[src/rtl/core/tcg_pkg.sv]
// shared types and constants for the triangle coverage grid
`timescale 1ns / 1ps
package tcg_pkg;
    localparam logic [1:0] FUNC_CLEAR = 2'd0;
    localparam logic [1:0] FUNC_TRI   = 2'd1;
    localparam logic [1:0] FUNC_QUERY = 2'd2;
    localparam logic [1:0] FUNC_NOP   = 2'd3;

    localparam logic CFG_WIDTH  = 1'b0;
    localparam logic CFG_HEIGHT = 1'b1;

    // edge setup values: coefficients and constant of one half-space edge
    typedef struct packed {
        logic signed [16:0] dx;
        logic signed [16:0] dy;
        logic signed [34:0] c;
    } t_edge;

    // one classified operation as it sits in the queue
    typedef struct packed {
        logic [1:0]  func;
        logic        fill_value;
        logic [11:0] cell_col;
        logic [11:0] cell_row;
        logic signed [15:0] x1;
        logic signed [15:0] y1;
        logic signed [15:0] x2;
        logic signed [15:0] y2;
        logic signed [15:0] x3;
        logic signed [15:0] y3;
    } t_op;
endpackage

[src/rtl/core/tcg_front.sv]
// front end: accepts operations and pushes them into a small queue
`timescale 1ns / 1ps
module tcg_front
    import tcg_pkg::*;
#(
    parameter int DEPTH = 2
) (
    input  logic i_clk,
    input  logic i_rst_n,
    input  logic i_push,
    input  t_op  i_op,
    output logic o_full,
    input  logic i_pop,
    output logic o_empty,
    output t_op  o_op
);
    localparam int AW = (DEPTH > 1) ? $clog2(DEPTH) : 1;

    t_op            r_mem [DEPTH];
    logic [AW-1:0]  r_wp, r_rp;
    logic [AW:0]    r_cnt;

    assign o_full  = (r_cnt == (AW+1)'(DEPTH));
    assign o_empty = (r_cnt == '0);
    assign o_op    = r_mem[r_rp];

    // queue storage
    always_ff @(posedge i_clk) begin
        if (i_push && !o_full) begin
            r_mem[r_wp] <= i_op;
        end
    end

    // queue pointers
    always_ff @(posedge i_clk) begin
        if (!i_rst_n) begin
            r_wp  <= '0;
            r_rp  <= '0;
            r_cnt <= '0;
        end else begin
            if (i_push && !o_full) begin
                r_wp <= (r_wp == AW'(DEPTH-1)) ? '0 : r_wp + 1'b1;
            end
            if (i_pop && !o_empty) begin
                r_rp <= (r_rp == AW'(DEPTH-1)) ? '0 : r_rp + 1'b1;
            end
            r_cnt <= r_cnt + (AW+1)'(i_push && !o_full) - (AW+1)'(i_pop && !o_empty);
        end
    end
endmodule

[config.mk]
export PLATFORM = sky130hd
export DESIGN_NAME = tcg_front
export DESIGN_NICKNAME = d
export VERILOG_FILES = /design/src/rtl/core/tcg_pkg.sv /design/src/rtl/core/tcg_front.sv
export SDC_FILE = /design/constraint.sdc
export NUM_CORES = 1
export LEC_CHECK = 0
export BUFFER_PORTS_ARGS = -buffer_cell sky130_fd_sc_hd__buf_2
export CELL_PAD_IN_SITES_DETAIL_PLACEMENT = 0
export CELL_PAD_IN_SITES_GLOBAL_PLACEMENT = 1
export CORE_MARGIN = 2
export CORE_UTILIZATION = 48
export DETAILED_ROUTE_END_ITERATION = 16
export PLACE_DENSITY = 0.86
export SLEW_MARGIN = 25
export SYNTH_ARGS = -nofsm -noshare
export SYNTH_HDL_FRONTEND = slang
export SYNTH_SLANG_ARGS = --single-unit
[constraint.sdc]
create_clock -name i_clk -period 14.4 [get_ports i_clk]
set_input_delay 0.72 -clock i_clk [delete_from_list [all_inputs] [get_ports i_clk]]
set_output_delay 0.72 -clock i_clk [all_outputs]
set_load 0.01 [all_outputs]
==> impl_metrics.ini <==
[synthesis]
async_reset_ff_frac = 0
synth_top_area_frac = 0.786
yosysUniqueCellTypes = 18
synth_area_leaders = edfxtp_1 (79%), mux2_4 (11%), mux2_2 (6.3%)
synthTopCellsByCount = edfxtp_1 (246), mux2_4 (70), mux2_2 (53)
synth_flop_cell = edfxtp_1
netlist_instances = 408
synth.most_common_cell = edfxtp_1
syn_avg_cell_area_um2 = 23.0
yosys.area.top_type = edfxtp_1
synth-seq-cells = 251
ys_seq_area_frac = 0.796
synth_area_mm2 = 0.00940
synth_edf_count = 246
ys_warn_count = 0
postSynthNetCount = 537

[power_and_ir_drop]
vdd_drop_max_v = 0.000132
p_per_area_mw_per_mm2 = 177
p_leak_nw = 4.52

[setup_path]
r2r_slack_ps = 11800
rr_worst_depth = 3
endpoint_kind = primary output
cpMaxStageDelayCell = dfxtp_4
crit_path_cell_trace = buf_4, mux2_2, buf_2
critPathBufInv = 2
critPathMaxFanout = 65
crit_family = buffers and inverters
crit_type = reg -> out
slowest_delay_ps = 950
r2r-end = r_mem[1][14]
cp.arrival_ps = 2980
cp-start-kind = flip-flop
required_ps = 13680
reg2reg_from = r_cnt[0]

[timing]
fin_worst_skew_ps = 7.83
fin_crit_ps = 3700
finalSetupTns_ps = 0
setup_viol = 0
whs_ps = 404
grt_setup_unrepaired = false
period_share = 0.257
max_slew_margin = 0.311
slew_viol_final = 0
worstMarginPinSlew_ps = 1030
hold_viol_final = 0
max_freq_ghz = 0.270

[die]
rows = 51
initial_core_util = 0.486
die_x_um = 144
ios = 252
die_area_mm2 = 0.0207
fp.dieH_um = 144
coreArea_mm2 = 0.0193

[clocking]
numCtsBuffers = 25
numClockSinks = 251
clk_pin_slew_ps = 60
cts_tree = built
cts_hold_buf = 0
cts_setup_buffers = 0
clockBufferDepth = 3
cts-root-buf = clkbuf_16
clock_latency_ps = 500
cts_resized = 0
htreeDepth = 1

[grt]
antenna_found_initial = 2
track_usage = 0.153
grt.overflow.total = 0
grt_pass1_wl_um = 24600
grt_pass1_vias = 4907
grt_max_degree = 84

[drt]
dr.pass1.iters = 4
drt-initial-drc-count = 172
postRouteAntennaNets = 0
remaining_drc_errors = 0
wl_per_cell_um = 17.9
vias = 4714
routed_wl_um = 17200
vias_per_cell = 4.93

[layout]
nets = 805
drive_above_1_share = 0.603
multiInputGateArea_mm2 = 0.00179
n_fill_cell = 1400
syn2layout_area_growth_pct = 24.8
regArea_mm2 = 0.00749

[placement]
port_buffers = 251
gp_congestion = 0.701
dp_hpwl_um = 11500

[hold_path]
hold_class = in -> reg
hold_path_depth = 1
hold_path_end = r_mem[1][42]
worstHoldStart = i_op[42]

[run_status]
status = finished, final reports clean

[flow_run]
cap_violations = 0
layer usage:
layer,GRT usage,part of all wire,wire [µm],up-vias
li1,-,-,-,2149
met1,0.173,0.39,6660,2336
met2,0.276,0.50,8520,197
met3,0.0533,0.094,1620,30
met4,0.0439,0.020,349,2
met5,0,0.00076,13,-
worst reg2reg max path: stages (launching register included):
cell and delay (ps):
dfxtp_1 370, nand2b_1 190, and3_4 740, buf_4 860
worst max path at each step:
stage | from | endpoint | slack (ps) | depth (start not counted)
6_report | flip-flop | o_op[31] | 10700 | 3
5_1_grt | flip-flop | o_op[31] | 10480 | 3
4_1_cts | flip-flop | o_op[31] | 10550 | 3
3_5_place_dp | flip-flop | o_op[31] | 11100 | 3
3_3_place_gp | i_push | r_mem[0][90] | 11130 | 4
2_1_floorplan | i_push | r_mem[0][0] | 7870 | 2
area by class of cell:
cell class                 count  share of cell area
clock inverter                14              0.0142
clock buffer                  28              0.0543
inverter                       2            0.000640
multi-input combinational    141               0.152
timing repair buffer         255               0.112
sequential                   251               0.638
tap                          265              0.0283
antenna                        1            0.000213
power breakdown:
part	internal [mW]	total [mW]	switching (mW)
Clock	0.387	0.636	0.249
Sequential	0.919	0.968	0.0492
Combinational	0.245	0.474	0.229
placed cells by master, fill, tap and decap left out, types with 2 or more instances in the layout:
master     count
nand2_1        2
bufinv_16      4
xnor2_1        3
clkinv_1       3
clkinv_2       7
and2_1         2
inv_1          2
nand2b_1       2
mux2_4        70
mux2_2        53
clkbuf_1       3
edfxtp_1     246
dfxtp_1        4
nor2b_1        2
ha_1           2
buf_2        251
buf_4          2
clkbuf_16     25
stage by stage:
step / worst slack [ps] / cell area [µm²] / util / std cells / power [mW]
3_5_place_dp: 11100 / 10900 / 0.565 / 914 / 1.47
4_1_cts: 10550 / 11700 / 0.607 / 956 / 2.10
3_3_place_gp: 11130 / 10900 / 0.564 / 913 / 1.45
2_1_floorplan: 7870 / 9400 / - / 408 / 1.31
5_1_grt: 10480 / 11700 / 0.607 / 957 / 2.17
6_report: 10700 / 11700 / 0.607 / 957 / 2.08
state kept, by name (all words and copies together), names as in the netlist, named ones only:
register and cells:
r_mem 246, r_cnt 2, r_rp 1, r_wp 1
cell families (layout without fill, tap and decap cells):
group,Yosys count,count (layout),share of synthesized area
AOI/OAI and AO/OA,1,1,0.000799
buffers and inverters,16,299,0.0146
DFF,251,251,0.796
muxes,124,124,0.176
adders and majority gates,2,2,0.00266
xor gates and xnor gates,3,3,0.00280
other,0,1,0
and+or+nand+nor,11,11,0.00626
(Power assumes the default switching activity.)
